===== config.mk =====
export PLATFORM = sky130hd
export DESIGN_NAME = pwm_timer_from_freq_duty
export DESIGN_NICKNAME = d
export VERILOG_FILES = /design/src/hw/rtl/pwmf_pkg.sv /design/src/hw/rtl/pwm_timer_from_freq_duty.sv /design/src/hw/rtl/pwmf_div.sv /design/src/hw/rtl/pwmf_datapath.sv /design/src/hw/rtl/pwmf_ctrl.sv
export SDC_FILE = /design/constraint.sdc
export NUM_CORES = 1
export LEC_CHECK = 0
export ABC_AREA = 1
export BUFFER_PORTS_ARGS = -buffer_cell sky130_fd_sc_hd__clkbuf_2
export CAP_MARGIN = 20
export CORE_ASPECT_RATIO = 1.25
export CORE_MARGIN = 2
export CORE_UTILIZATION = 30
export DETAILED_ROUTE_END_ITERATION = 8
export HOLD_SLACK_MARGIN = 0.08
export SLEW_MARGIN = 20
export SYNTH_ARGS = -nofsm -noshare
export SYNTH_HDL_FRONTEND = slang
export SYNTH_SLANG_ARGS = --single-unit

===== constraint.sdc =====
create_clock -name clk -period 6.3 [get_ports clk]
set_clock_uncertainty 0.2 [all_clocks]
set_input_delay 0.315 -clock clk [delete_from_list [all_inputs] [get_ports clk]]
set_output_delay 0.315 -clock clk [all_outputs]
set_load 0.01 [all_outputs]

===== src/hw/rtl/pwmf_pkg.sv =====
// Shared types and constants for the frequency/duty PWM timer.
// Holds register indexes, field widths, reset values and the
// command/status structs between the controller and the datapath.
`default_nettype none

package pwmf_pkg;

  localparam int unsigned CLOCK_HZ_DEFAULT     = 64000000;
  localparam int unsigned COUNTER_SPAN_DEFAULT = 65536;

  localparam int unsigned FREQ_W     = 26;
  localparam int unsigned DUTY_W     = 7;
  localparam int unsigned CFG_DATA_W = FREQ_W;
  localparam int unsigned CFG_IDX_W  = 1;

  localparam logic [CFG_IDX_W-1:0] REG_FREQ = 1'b0;
  localparam logic [CFG_IDX_W-1:0] REG_DUTY = 1'b1;

  localparam logic [FREQ_W-1:0] FREQ_RESET = 26'd1000;
  localparam logic [DUTY_W-1:0] DUTY_RESET = 7'd50;
  localparam logic [DUTY_W-1:0] DUTY_MAX   = 7'd100;
  localparam int unsigned       PERCENT    = 100;

  typedef enum logic [1:0] {
    STEP_FREQ = 2'd0,
    STEP_PRE  = 2'd1,
    STEP_PER  = 2'd2,
    STEP_CMP  = 2'd3
  } pwmf_step_t;

  typedef struct packed {
    logic       start;
    pwmf_step_t step;
    logic       busy;
  } pwmf_cmd_t;

  typedef struct packed {
    logic div_done;
    logic cfg_write;
  } pwmf_status_t;

endpackage

`default_nettype wire


===== src/hw/rtl/pwm_timer_from_freq_duty.sv =====
// Top level of the PWM timer set up by frequency and duty percent.
// Joins pwmf_ctrl and pwmf_datapath; depends on pwmf_pkg.
//
//   channel | signals                                   | moves
//   --------+-------------------------------------------+-----------------------------
//   in      | in_valid, in_ready, tick_enable           | one timer tick per transaction
//   out     | out_valid, out_ready, pwm_level, period_end | one result per input
//   cfg     | cfg_write_en, cfg_index, cfg_data         | register write, no wait
//
// One transaction per cycle while the limits are settled and the output is not stalled;
// the counters are registered and update when a transaction is accepted. After reset and
// after every register write the limits are rebuilt in four steps: a bit-serial division
// for the frequency, a prescale shift, a bit-serial division for the period and a
// reciprocal multiply for the compare value, during which in_ready stays low. The result
// register lets a new transaction in while the previous result is taken in the same cycle;
// a stalled output holds in_ready low.
`default_nettype none

module pwm_timer_from_freq_duty
  import pwmf_pkg::*;
#(
  parameter int unsigned CLOCK_HZ     = CLOCK_HZ_DEFAULT,
  parameter int unsigned COUNTER_SPAN = COUNTER_SPAN_DEFAULT
) (
  input  wire logic                  clk,
  input  wire logic                  rst,
  input  wire logic                  cfg_write_en,
  input  wire logic [CFG_IDX_W-1:0]  cfg_index,
  input  wire logic [CFG_DATA_W-1:0] cfg_data,
  input  wire logic                  in_valid,
  output logic                       in_ready,
  input  wire logic                  tick_enable,
  output logic                       out_valid,
  input  wire logic                  out_ready,
  output logic                       pwm_level,
  output logic                       period_end
);

  pwmf_cmd_t    cmd;
  pwmf_status_t status;

  pwmf_ctrl u_ctrl (
    .clk    (clk),
    .rst    (rst),
    .status (status),
    .cmd    (cmd)
  );

  pwmf_datapath #(
    .CLOCK_HZ     (CLOCK_HZ),
    .COUNTER_SPAN (COUNTER_SPAN)
  ) u_datapath (
    .clk          (clk),
    .rst          (rst),
    .cmd          (cmd),
    .status       (status),
    .cfg_write_en (cfg_write_en),
    .cfg_index    (cfg_index),
    .cfg_data     (cfg_data),
    .in_valid     (in_valid),
    .in_ready     (in_ready),
    .tick_enable  (tick_enable),
    .out_valid    (out_valid),
    .out_ready    (out_ready),
    .pwm_level    (pwm_level),
    .period_end   (period_end)
  );

endmodule

`default_nettype wire


===== src/hw/rtl/pwmf_div.sv =====
// Restoring divider, one quotient bit per cycle.
// Standalone; no package dependency.
`default_nettype none

module pwmf_div #(
  parameter int unsigned W = 26
) (
  input  wire logic         clk,
  input  wire logic         rst,
  input  wire logic         start,
  input  wire logic [W-1:0] numer,
  input  wire logic [W-1:0] denom,
  output logic [W-1:0]      quotient,
  output logic              done
);

  localparam int unsigned CNT_W = $clog2(W + 1);

  logic [W-1:0]     rem;
  logic [W-1:0]     quo;
  logic [W-1:0]     den;
  logic [CNT_W-1:0] cnt;
  logic             running;

  logic [W:0]   trial;
  logic [W:0]   diff;
  logic         fits;
  logic [W-1:0] rem_next;

  assign trial    = {rem, quo[W-1]};
  assign diff     = trial - {1'b0, den};
  assign fits     = trial >= {1'b0, den};
  assign rem_next = fits ? diff[W-1:0] : trial[W-1:0];
  assign quotient = quo;

  always_ff @(posedge clk) begin
    if (rst) begin
      running <= 1'b0;
      done    <= 1'b0;
      cnt     <= '0;
    end else begin
      done <= 1'b0;
      if (start) begin
        rem     <= '0;
        quo     <= numer;
        den     <= denom;
        cnt     <= '0;
        running <= 1'b1;
      end else if (running) begin
        rem <= rem_next;
        quo <= {quo[W-2:0], fits};
        cnt <= cnt + CNT_W'(1);
        if (cnt == CNT_W'(W - 1)) begin
          running <= 1'b0;
          done    <= 1'b1;
        end
      end
    end
  end

endmodule

`default_nettype wire


===== src/hw/rtl/pwmf_datapath.sv =====
// Datapath: configuration registers, timer limits, shared divider,
// prescale and period counters, and the result register.
// Depends on pwmf_pkg and pwmf_div.
`default_nettype none

module pwmf_datapath
  import pwmf_pkg::*;
#(
  parameter int unsigned CLOCK_HZ     = CLOCK_HZ_DEFAULT,
  parameter int unsigned COUNTER_SPAN = COUNTER_SPAN_DEFAULT
) (
  input  wire logic                  clk,
  input  wire logic                  rst,
  input  wire pwmf_cmd_t             cmd,
  output pwmf_status_t               status,
  input  wire logic                  cfg_write_en,
  input  wire logic [CFG_IDX_W-1:0]  cfg_index,
  input  wire logic [CFG_DATA_W-1:0] cfg_data,
  input  wire logic                  in_valid,
  output logic                       in_ready,
  input  wire logic                  tick_enable,
  output logic                       out_valid,
  input  wire logic                  out_ready,
  output logic                       pwm_level,
  output logic                       period_end
);

  localparam int unsigned PER_W   = $clog2(COUNTER_SPAN);
  localparam int unsigned CLK_W   = $clog2(CLOCK_HZ + 1);
  localparam int unsigned PROD_W  = PER_W + DUTY_W;
  localparam int unsigned DIV_W   = CLK_W;
  localparam int unsigned PRE_MAX = CLOCK_HZ / COUNTER_SPAN;
  localparam int unsigned PRE_W   = (PRE_MAX < 1) ? 1 : $clog2(PRE_MAX + 1);
  localparam int unsigned FCMP_W  = (FREQ_W > DIV_W) ? FREQ_W : DIV_W;

  // round-up reciprocal of 100 scaled by 2^30, exact for products below 2^23
  localparam int unsigned       RECIP_SHIFT = 30;
  localparam int unsigned       RECIP_W     = 24;
  localparam logic [RECIP_W-1:0] RECIP_100  = 24'd10737419;
  localparam int unsigned       SCALE_W     = PROD_W + RECIP_W;

  logic [FREQ_W-1:0] freq_hz;
  logic [DUTY_W-1:0] duty_percent;

  logic [DIV_W-1:0] division;
  logic [PRE_W-1:0] prescale_limit;
  logic [PER_W-1:0] period;
  logic [PER_W-1:0] reload_value;
  logic [PER_W-1:0] compare_value;
  logic [PRE_W-1:0] prescale_count;
  logic [PER_W-1:0] period_count;

  logic [FCMP_W-1:0] freq_ext;
  logic [DIV_W-1:0]  freq_sat;
  logic [DUTY_W-1:0] duty_sat;
  logic [PROD_W-1:0] product;
  logic [PROD_W-1:0] product_q;
  logic [SCALE_W-1:0] scaled;
  logic [DIV_W-1:0]  numer;
  logic [DIV_W-1:0]  denom;
  logic [DIV_W-1:0]  quotient;
  logic              div_start;
  logic              div_done;
  logic              cmp_pend;
  logic              fast_done;
  logic [PER_W-1:0]  period_q;

  logic             accept;
  logic             pre_wrap;
  logic             per_wrap;
  logic [PRE_W-1:0] prescale_count_next;
  logic [PER_W-1:0] period_count_next;
  logic             wrapped;

  // Configuration registers
  always_ff @(posedge clk) begin
    if (rst) begin
      freq_hz      <= FREQ_RESET;
      duty_percent <= DUTY_RESET;
    end else if (cfg_write_en) begin
      if (cfg_index == REG_FREQ) begin
        freq_hz <= cfg_data[FREQ_W-1:0];
      end
      if (cfg_index == REG_DUTY) begin
        duty_percent <= cfg_data[DUTY_W-1:0];
      end
    end
  end

  assign status.cfg_write = cfg_write_en && (cfg_index == REG_FREQ || cfg_index == REG_DUTY);
  assign status.div_done  = div_done || fast_done;

  // Saturate the register values into range
  assign freq_ext = FCMP_W'(freq_hz);
  always_comb begin
    if (freq_ext == '0) begin
      freq_sat = DIV_W'(1);
    end else if (freq_ext > FCMP_W'(CLOCK_HZ)) begin
      freq_sat = DIV_W'(CLOCK_HZ);
    end else begin
      freq_sat = freq_ext[DIV_W-1:0];
    end
  end

  assign duty_sat = (duty_percent > DUTY_MAX) ? DUTY_MAX : duty_percent;
  assign product  = PROD_W'(period) * PROD_W'(duty_sat);
  assign scaled   = SCALE_W'(product_q) * SCALE_W'(RECIP_100);

  always_comb begin
    unique case (cmd.step)
      STEP_FREQ: begin
        numer = DIV_W'(CLOCK_HZ);
        denom = freq_sat;
      end
      STEP_PER: begin
        numer = division;
        denom = DIV_W'(prescale_limit) + DIV_W'(1);
      end
      default: begin
        numer = '0;
        denom = DIV_W'(1);
      end
    endcase
  end

  assign div_start = cmd.start && (cmd.step == STEP_FREQ || cmd.step == STEP_PER);

  pwmf_div #(
    .W(DIV_W)
  ) u_div (
    .clk      (clk),
    .rst      (rst),
    .start    (div_start),
    .numer    (numer),
    .denom    (denom),
    .quotient (quotient),
    .done     (div_done)
  );

  assign period_q = (quotient == '0) ? PER_W'(1) : quotient[PER_W-1:0];

  // Capture each quotient into its limit register
  always_ff @(posedge clk) begin
    if (div_done) begin
      unique case (cmd.step)
        STEP_FREQ: division <= quotient;
        STEP_PER: begin
          period       <= period_q;
          reload_value <= period_q - PER_W'(1);
        end
        default:   division <= division;
      endcase
    end
  end

  // Prescale by shift, compare by reciprocal multiply
  always_ff @(posedge clk) begin
    if (rst) begin
      cmp_pend  <= 1'b0;
      fast_done <= 1'b0;
    end else if (status.cfg_write) begin
      cmp_pend  <= 1'b0;
      fast_done <= 1'b0;
    end else begin
      cmp_pend  <= cmd.start && (cmd.step == STEP_CMP);
      fast_done <= cmp_pend || (cmd.start && (cmd.step == STEP_PRE));
    end
  end

  always_ff @(posedge clk) begin
    if (cmd.start && (cmd.step == STEP_PRE)) begin
      prescale_limit <= PRE_W'(division >> PER_W);
    end
    if (cmd.start && (cmd.step == STEP_CMP)) begin
      product_q <= product;
    end
    if (cmp_pend) begin
      compare_value <= scaled[RECIP_SHIFT +: PER_W];
    end
  end

  // Counters and result register
  assign in_ready = !cmd.busy && !cfg_write_en && (!out_valid || out_ready);
  assign accept   = in_valid && in_ready;
  assign pre_wrap = prescale_count >= prescale_limit;
  assign per_wrap = period_count >= reload_value;

  always_comb begin
    prescale_count_next = prescale_count;
    period_count_next   = period_count;
    wrapped             = 1'b0;
    if (tick_enable) begin
      if (pre_wrap) begin
        prescale_count_next = '0;
        if (per_wrap) begin
          period_count_next = '0;
          wrapped           = 1'b1;
        end else begin
          period_count_next = period_count + PER_W'(1);
        end
      end else begin
        prescale_count_next = prescale_count + PRE_W'(1);
      end
    end
  end

  always_ff @(posedge clk) begin
    if (rst) begin
      prescale_count <= '0;
      period_count   <= '0;
      out_valid      <= 1'b0;
    end else begin
      if (accept) begin
        prescale_count <= prescale_count_next;
        period_count   <= period_count_next;
        pwm_level      <= period_count_next < compare_value;
        period_end     <= wrapped;
        out_valid      <= 1'b1;
      end else if (out_ready) begin
        out_valid <= 1'b0;
      end
    end
  end

endmodule

`default_nettype wire


===== src/hw/rtl/pwmf_ctrl.sv =====
// Controller: sequences the four steps (two divisions, a shift, a multiply) that
// turn frequency and duty into prescale, reload and compare limits. Depends on pwmf_pkg.
`default_nettype none

module pwmf_ctrl
  import pwmf_pkg::*;
(
  input  wire logic         clk,
  input  wire logic         rst,
  input  wire pwmf_status_t status,
  output pwmf_cmd_t         cmd
);

  typedef enum logic [8:0] {
    S_IDLE      = 9'b000000001,
    S_FREQ_GO   = 9'b000000010,
    S_FREQ_WAIT = 9'b000000100,
    S_PRE_GO    = 9'b000001000,
    S_PRE_WAIT  = 9'b000010000,
    S_PER_GO    = 9'b000100000,
    S_PER_WAIT  = 9'b001000000,
    S_CMP_GO    = 9'b010000000,
    S_CMP_WAIT  = 9'b100000000
  } pwmf_state_t;

  pwmf_state_t state;
  pwmf_state_t state_next;

  always_comb begin
    state_next = state;
    unique case (state)
      S_IDLE:      state_next = state;
      S_FREQ_GO:   state_next = S_FREQ_WAIT;
      S_FREQ_WAIT: if (status.div_done) state_next = S_PRE_GO;
      S_PRE_GO:    state_next = S_PRE_WAIT;
      S_PRE_WAIT:  if (status.div_done) state_next = S_PER_GO;
      S_PER_GO:    state_next = S_PER_WAIT;
      S_PER_WAIT:  if (status.div_done) state_next = S_CMP_GO;
      S_CMP_GO:    state_next = S_CMP_WAIT;
      S_CMP_WAIT:  if (status.div_done) state_next = S_IDLE;
      default:     state_next = S_FREQ_GO;
    endcase
    // restart the whole sequence on any register write
    if (status.cfg_write) begin
      state_next = S_FREQ_GO;
    end
  end

  always_ff @(posedge clk) begin
    if (rst) begin
      state <= S_FREQ_GO;
    end else begin
      state <= state_next;
    end
  end

  always_comb begin
    cmd.start = 1'b0;
    cmd.busy  = 1'b1;
    cmd.step  = STEP_FREQ;
    unique case (state)
      S_IDLE:      cmd.busy = 1'b0;
      S_FREQ_GO:   cmd.start = 1'b1;
      S_FREQ_WAIT: cmd.step = STEP_FREQ;
      S_PRE_GO: begin
        cmd.start = 1'b1;
        cmd.step  = STEP_PRE;
      end
      S_PRE_WAIT:  cmd.step = STEP_PRE;
      S_PER_GO: begin
        cmd.start = 1'b1;
        cmd.step  = STEP_PER;
      end
      S_PER_WAIT:  cmd.step = STEP_PER;
      S_CMP_GO: begin
        cmd.start = 1'b1;
        cmd.step  = STEP_CMP;
      end
      S_CMP_WAIT:  cmd.step = STEP_CMP;
      default:     cmd.busy = 1'b1;
    endcase
  end

endmodule

`default_nettype wire

==> results of run 1 <==
[layer usage]
| metal | vias up | GRT usage |
|---|---|---|
| li1 | 9795 | - |
| met1 | 9604 | 0.182 |
| met2 | 344 | 0.288 |
| met3 | 127 | 0.0139 |
| met4 | 0 | 0.0578 |
| met5 | - | 0 |
[cell usage after synthesis, types with 2 or more instances]
library cell  instances  area (um2)
or2_2                 6        37.5
o311ai_0              2        17.5
clkinv_1              4        15.0
o22a_1                5        43.8
a21o_1                8        60.1
nand3_1              87         435
nand3_2               2        20.0
a21boi_0              2        15.0
buf_2                 8        40.0
clkbuf_1             43         161
nor4_1               19         119
nor2_2                3        18.8
xor2_1               63         552
inv_2                 2        7.51
nor3b_1               2        15.0
nand4_1              28         175
nand3b_1              3        22.5
fa_1                264        5290
o21ai_1               2        10.0
o21ai_0             152         761
edfxtp_1            187        5620
a31oi_1               7        43.8
o221ai_1              2        17.5
a211oi_1              8        60.1
inv_1               697        2620
nor2_4                2        22.5
ha_1                354        4430
xnor2_1              23         201
nor3_1               44         220
a21oi_1             179         896
and3_1                3        18.8
dfxtp_1              78        1560
a22o_1                4        35.0
o211ai_1              9        67.6
o21bai_1             18         135
o21a_1                6        45.0
a221oi_1              6        52.6
nor2_1              244         916
nand2_1             388        1460
[worst max-delay path, stage by stage (launching register included)]
cell	delay, ns
edfxtp_1	0.50
buf_4	0.19
ha_4	0.23
fa_1	0.50
inv_1	0.06
fa_1	0.47
fa_1	0.51
inv_1	0.05
fa_1	0.47
fa_1	0.55
inv_1	0.05
fa_1	0.55
inv_1	0.06
ha_1	0.34
a21oi_2	0.18
o21ai_1	0.12
a21oi_2	0.16
buf_4	0.13
nor2_1	0.03
o21ai_0	0.16
o211ai_1	0.16
xor2_1	0.19
[worst paths after layout]
check / cells past startpoint / endpoint / slack [ns] / startpoint
max: 21 / u_datapath.compare_value[12] / 0.17 / u_datapath.product_q[2]
min: 0 / u_datapath.prescale_limit[1] / 0.27 / u_datapath.division[17]
max reg2reg: 21 / u_datapath.compare_value[12] / 0.17 / u_datapath.product_q[2]
min reg2reg: 0 / u_datapath.prescale_limit[1] / 0.27 / u_datapath.division[17]
[kinds of logic after synthesis]
group,after synthesis
flip-flops,265
AO/OA/AOI/OAI,413
buffers and inverters,755
AND/OR/NAND/NOR,837
XOR/XNOR,86
adder cells (fa/ha/maj),618
[flip-flops by register name (all words and copies together), names as in the netlist]
name	flops
u_ctrl.state	9
u_datapath.cmp_pend	1
u_datapath.compare_value	16
u_datapath.division	26
u_datapath.duty_percent	7
u_datapath.fast_done	1
u_datapath.freq_ext	26
u_datapath.out_valid	1
u_datapath.period	16
u_datapath.period_count	16
u_datapath.period_end	1
u_datapath.prescale_count	10
u_datapath.prescale_limit	10
u_datapath.product_q	23
u_datapath.pwm_level	1
u_datapath.reload_value	16
u_datapath.u_div.cnt	5
u_datapath.u_div.den	26
u_datapath.u_div.done	1
u_datapath.u_div.quotient	26
u_datapath.u_div.rem	26
u_datapath.u_div.running	1
[layout make-up]
| type | count | area [um2] | share of cell area |
|---|---|---|---|
| clock inverters | 12 | 148 | 0.00488 |
| flip-flops and latches | 265 | 7180 | 0.237 |
| clock buffers | 46 | 988 | 0.0326 |
| well taps | 1168 | 1460 | 0.0483 |
| multi-input cells | 1954 | 16600 | 0.547 |
| repair buffers | 170 | 1310 | 0.0433 |
| inverters | 703 | 2640 | 0.0872 |
[power by group through the flow]
stage                     combinational, mW  clock, mW  sequential (mW)
after floorplan                        1.14          0             2.13
after global placement                 1.48          0             2.16
after detailed placement               1.49          0             2.16
after CTS                              1.52       2.01             2.12
after global routing                   1.75       2.07             2.13
final                                  1.51       1.96             2.12
[timing repair]
action | 4_1_cts | 5_1_grt
gates resized for setup | 0 | 62
setup endpoints to repair | 0 | 16
setup buffers | 0 | 10
hold buffers | 45 | 0
endpoints found under the hold margin | 54 | 0
==> metrics.cfg, run 1 <==
[outcome]
outcome=complete, no violations

[yosys]
syn_area_mm2=0.0263
synth_seq_cells=265
synth_compound_area_frac=0.0871
synth_top_family_by_area=adder cells
synth_cells=2974
synth_warnings=0
syn-mean-instance-area_um2=8.85
synth_simple_gate_area_frac=0.135
synth-main-ff-cell=edfxtp_1
synth_edf_count=187
async_reset_ff_frac=0
synth_cell_types=49
syn_nets=3625
post_synth_xor_area_fraction=0.0286
synthAdderAreaFrac=0.369
seq_area_frac_synth=0.273
muxShareOfSynthArea=0

[layout]
num-fill-cells=8888
diodes=0
fin_area_mm2=0.0303
drive_gt1_frac=0.0806
layout_commonest_cell=inv_1
final_nets=3776
area_growth_syn_to_layout_pct=15.0
finish.utilization=0.348
fin_cells=4318
layout_common_cells=inv_1 (693), nand2_1 (386), ha_1 (344), fa_1 (255), nor2_1 (238)

[sta]
finalCriticalPeriod_ns=6.13
fin_crit_sh=0.973
slew_headroom=0.351
hold_slack_ns=0.267
fmax_mhz=163
setup_viol=0
tns_ns=0
finalWorstSetupSlack_ns=0.170
worst_pin_slew_ns=0.967
hold_violations=0
rsz0062_at_grt=yes
slew_viol_final=0

[pwr]
swShare=0.324
leakagePower_nw=14.7
clock_power_share=0.351
comb_power_share=0.270
total_power_mw=5.60
ir_drop_v=0.000213
p_switching_mw=1.82
pwr_density_cell_mw_per_mm2=185
seq_power_share=0.379
p_int_mw=3.78

[clocking]
clk_latency_ns=0.60
cts_inserted_buffers=31
clockBufferDepth=3
cts.clk_slew.worst_paths_ns=0.07
htreeDepth=1
cts_tree=built
clock-root-buffer=clkbuf_16
clock-sinks=265

[critical_path]
critical_path_class=flip-flop to flip-flop
worstPathRequired_ns=6.42
crit_arrival_ns=6.25
crit_fanout=5
start_kind=flip-flop
cp-end-kind=flip-flop

[routing]
highest_layer=met4
wl_per_cell_um=15.9
wl_met1_um=28200
routed-wl-met3_um=2010
drcViolationCount=0
postRouteAntennaNets=0
wl_um=68900
firstDrtPassIters=5
drtIter0Drc=1043
vias_per_cell=4.60
vias=19870
dr_wl_met2_um=36000

[die]
io_pins=37
fp.coreArea_mm2=0.0871
start_util=0.302
die_area_mm2=0.0902
die_w_um=269
die_h_um=335
num_rows=121

[global_route]
grt_max_degree=46
grt_pass1_vias=20508
antenna_found_initial=1
grt_pass1_wl_um=109000
track_usage=0.154
grt.overflow.total=0

[placed_design]
placement.io_buffers=36
preCtsSetupSlack_ns=0.0377
dp_hpwl_um=56900
dp_cells=4205
place_area_mm2=0.0284
gp_congestion=0.912

[min_path]
hp-class=flip-flop to flip-flop

[run]
maxCapViolations=0

No activity file was read; power rests on OpenSTA's default activity.
==> run 2, diff against run 1 <==
clock period = 5.5 ns   (was 6.3 ns; I/O delays follow)
==> metrics.cfg, run 2 (synthesized netlist as in run 1, its figures left out) <==
[outcome]
outcome=finished, violations left
violations=setup timing

[layout]
final_nets=3992  ; +5.7%
diodes=0  ; unchanged
area_growth_syn_to_layout_pct=23.6
layout_commonest_cell=inv_1
drive_gt1_frac=0.177  ; +0.0962
layout_common_cells=inv_1 (672), nand2_1 (369), ha_1 (322), buf_4 (295), fa_1 (252)
num-fill-cells=8757  ; -1.5%
fin_area_mm2=0.0325  ; +7.5%

[global_route]
grt.overflow.total=0  ; unchanged
grt_pass1_wl_um=115000  ; +5.1%
grt_pass1_vias=21720  ; +5.9%
grt_max_degree=46  ; unchanged
track_usage=0.161  ; +0.00669
antenna_found_initial=0  ; -1

[routing]
drcViolationCount=0  ; unchanged
vias_per_cell=4.58  ; -0.39%
firstDrtPassIters=5  ; unchanged
postRouteAntennaNets=0  ; unchanged
wl_per_cell_um=15.9  ; -0.36%
wl_um=72000  ; +4.6%
vias=20774  ; +4.5%
drtIter0Drc=1143  ; +9.6%

[run]
maxCapViolations=0  ; unchanged

[die]
die_h_um=335  ; unchanged
die_w_um=269  ; unchanged
die_area_mm2=0.0902  ; unchanged
io_pins=37  ; unchanged
start_util=0.302  ; unchanged
num_rows=121  ; unchanged
fp.coreArea_mm2=0.0871  ; unchanged

[sta]
finalCriticalPeriod_ns=6.10  ; -0.0312 ns
fin_crit_sh=1.11  ; +0.136
rsz0062_at_grt=yes
fmax_mhz=164  ; +0.51%
finalWorstSetupSlack_ns=-0.599  ; -0.769 ns
setup_viol=16  ; +16
slew_viol_final=0  ; unchanged
worst_pin_slew_ns=1.04  ; +0.0688 ns
slew_headroom=0.307  ; -0.0444
hold_slack_ns=0.260  ; -0.00716 ns
hold_violations=0  ; unchanged

[critical_path]
worstPathRequired_ns=5.69  ; -0.73 ns
r2r-start=u_datapath.product_q[5]
crit_arrival_ns=6.29  ; +0.04 ns
cp-end-kind=flip-flop
critical_path_class=flip-flop to flip-flop
crit_fanout=3  ; -2
r2r_setup_slack_ns=-0.60  ; -0.77 ns
start_kind=flip-flop
reg2reg_to=u_datapath.compare_value[0]
r2r_cells=22  ; +4.8%

[clocking]
cts_tree=built
cts_inserted_buffers=29  ; -6.5%
htreeDepth=1  ; unchanged
clockBufferDepth=3  ; unchanged
clk_latency_ns=0.59  ; about the same
cts.clk_slew.worst_paths_ns=0.06  ; about the same
clock-sinks=265  ; unchanged
clock-root-buffer=clkbuf_16

[min_path]
hp-class=flip-flop to flip-flop
hold_path_end=u_datapath.prescale_limit[4]
min_from=u_datapath.division[20]
hold_depth=0  ; unchanged

[placed_design]
preCtsSetupSlack_ns=-0.708  ; -0.746 ns
placement.io_buffers=36  ; unchanged
place_area_mm2=0.0300  ; +5.8%
gp_congestion=0.966  ; +6.0%
dp_hpwl_um=59100  ; +3.8%

[pwr]
ir_drop_v=0.000202  ; -5.0%
total_power_mw=6.60  ; +18%
pwr_density_cell_mw_per_mm2=203  ; +9.6%
leakagePower_nw=15.8  ; +7.4%

-- run 2: cell types whose count changed in the layout (fill, tap and decap cells not counted), moves of 17 or more --
| cell | before | now |
|---|---|---|
| buf_4 | 86 | 295 |
| ha_1 | 344 | 322 |
| ha_4 | 7 | 30 |
| inv_1 | 693 | 672 |
| inv_2 | 6 | 24 |
| nand2_1 | 386 | 369 |
| nor2_1 | 238 | 218 |
-- run 2: per-stage QoR --
stage,utilization,cells,TNS (ns)
2_1_floorplan,-,2974,-2.35
3_3_place_gp,0.345,4398,-8.77
3_5_place_dp,0.345,4398,-9.33
4_1_cts,0.366,4515,-7.56
5_1_grt,0.374,4532,-10.88
6_report,0.374,4532,-7.86
-- run 2: area by class of cell --
cell class / instances / area [um2] / share of cell area
multi-input cells: 1954 / 17300 / 0.531
flip-flops and latches: 265 / 7180 / 0.221
repair buffers: 388 / 2980 / 0.0915
inverters: 703 / 2650 / 0.0813
well taps: 1168 / 1460 / 0.0449
clock buffers: 41 / 886 / 0.0272
clock inverters: 13 / 113 / 0.00346
-- run 2: worst max path at each step --
stage,start,cells after the start,slack (ns),to
final,u_datapath.product_q[5],22,-0.60,u_datapath.compare_value[0]
after global routing,u_datapath.product_q[6],24,-0.81,u_datapath.compare_value[0]
after CTS,u_datapath.product_q[5],23,-0.58,u_datapath.compare_value[0]
after detailed placement,u_datapath.product_q[3],21,-0.71,u_datapath.compare_value[0]
after global placement,u_datapath.product_q[6],24,-0.68,u_datapath.compare_value[0]
after floorplan,u_datapath.product_q[6],25,-0.32,u_datapath.compare_value[10]
-- run 2: what timing repair did --
item	in CTS	in global routing
endpoints found under the hold margin	59	0
setup buffers	16	18
hold buffers	47	0
resized for setup	72	122
pin swaps	30	59
setup endpoints to repair	22	29
-- run 2: worst max-delay path, cell delays in order, from the launching register on --
cell	delay, ns
edfxtp_1	0.47
buf_6	0.15
inv_2	0.04
fa_2	0.40
fa_1	0.46
fa_1	0.50
inv_1	0.05
fa_1	0.53
fa_1	0.48
fa_1	0.55
inv_1	0.05
fa_1	0.54
inv_2	0.05
ha_4	0.29
nand2_2	0.09
nor2_1	0.10
inv_1	0.10
nor2_4	0.13
o21ai_2	0.07
nor2_2	0.12
nor2_1	0.05
o21bai_1	0.16
xor2_1	0.30
-- run 2: report_power, final --
group | internal, mW | leakage (nW) | switching [mW]
clock network | 1.18 | 0.493 | 0.859
registers | 2.34 | 2.39 | 0.0902
logic | 0.908 | 12.9 | 1.22
-- run 2: per-layer routing --
metal	wire length, um	share of wire	track usage
met4	3310	0.046	0.0651
met3	2120	0.029	0.0147
met2	37200	0.52	0.297
met5	0	0	0
met1	29400	0.41	0.190
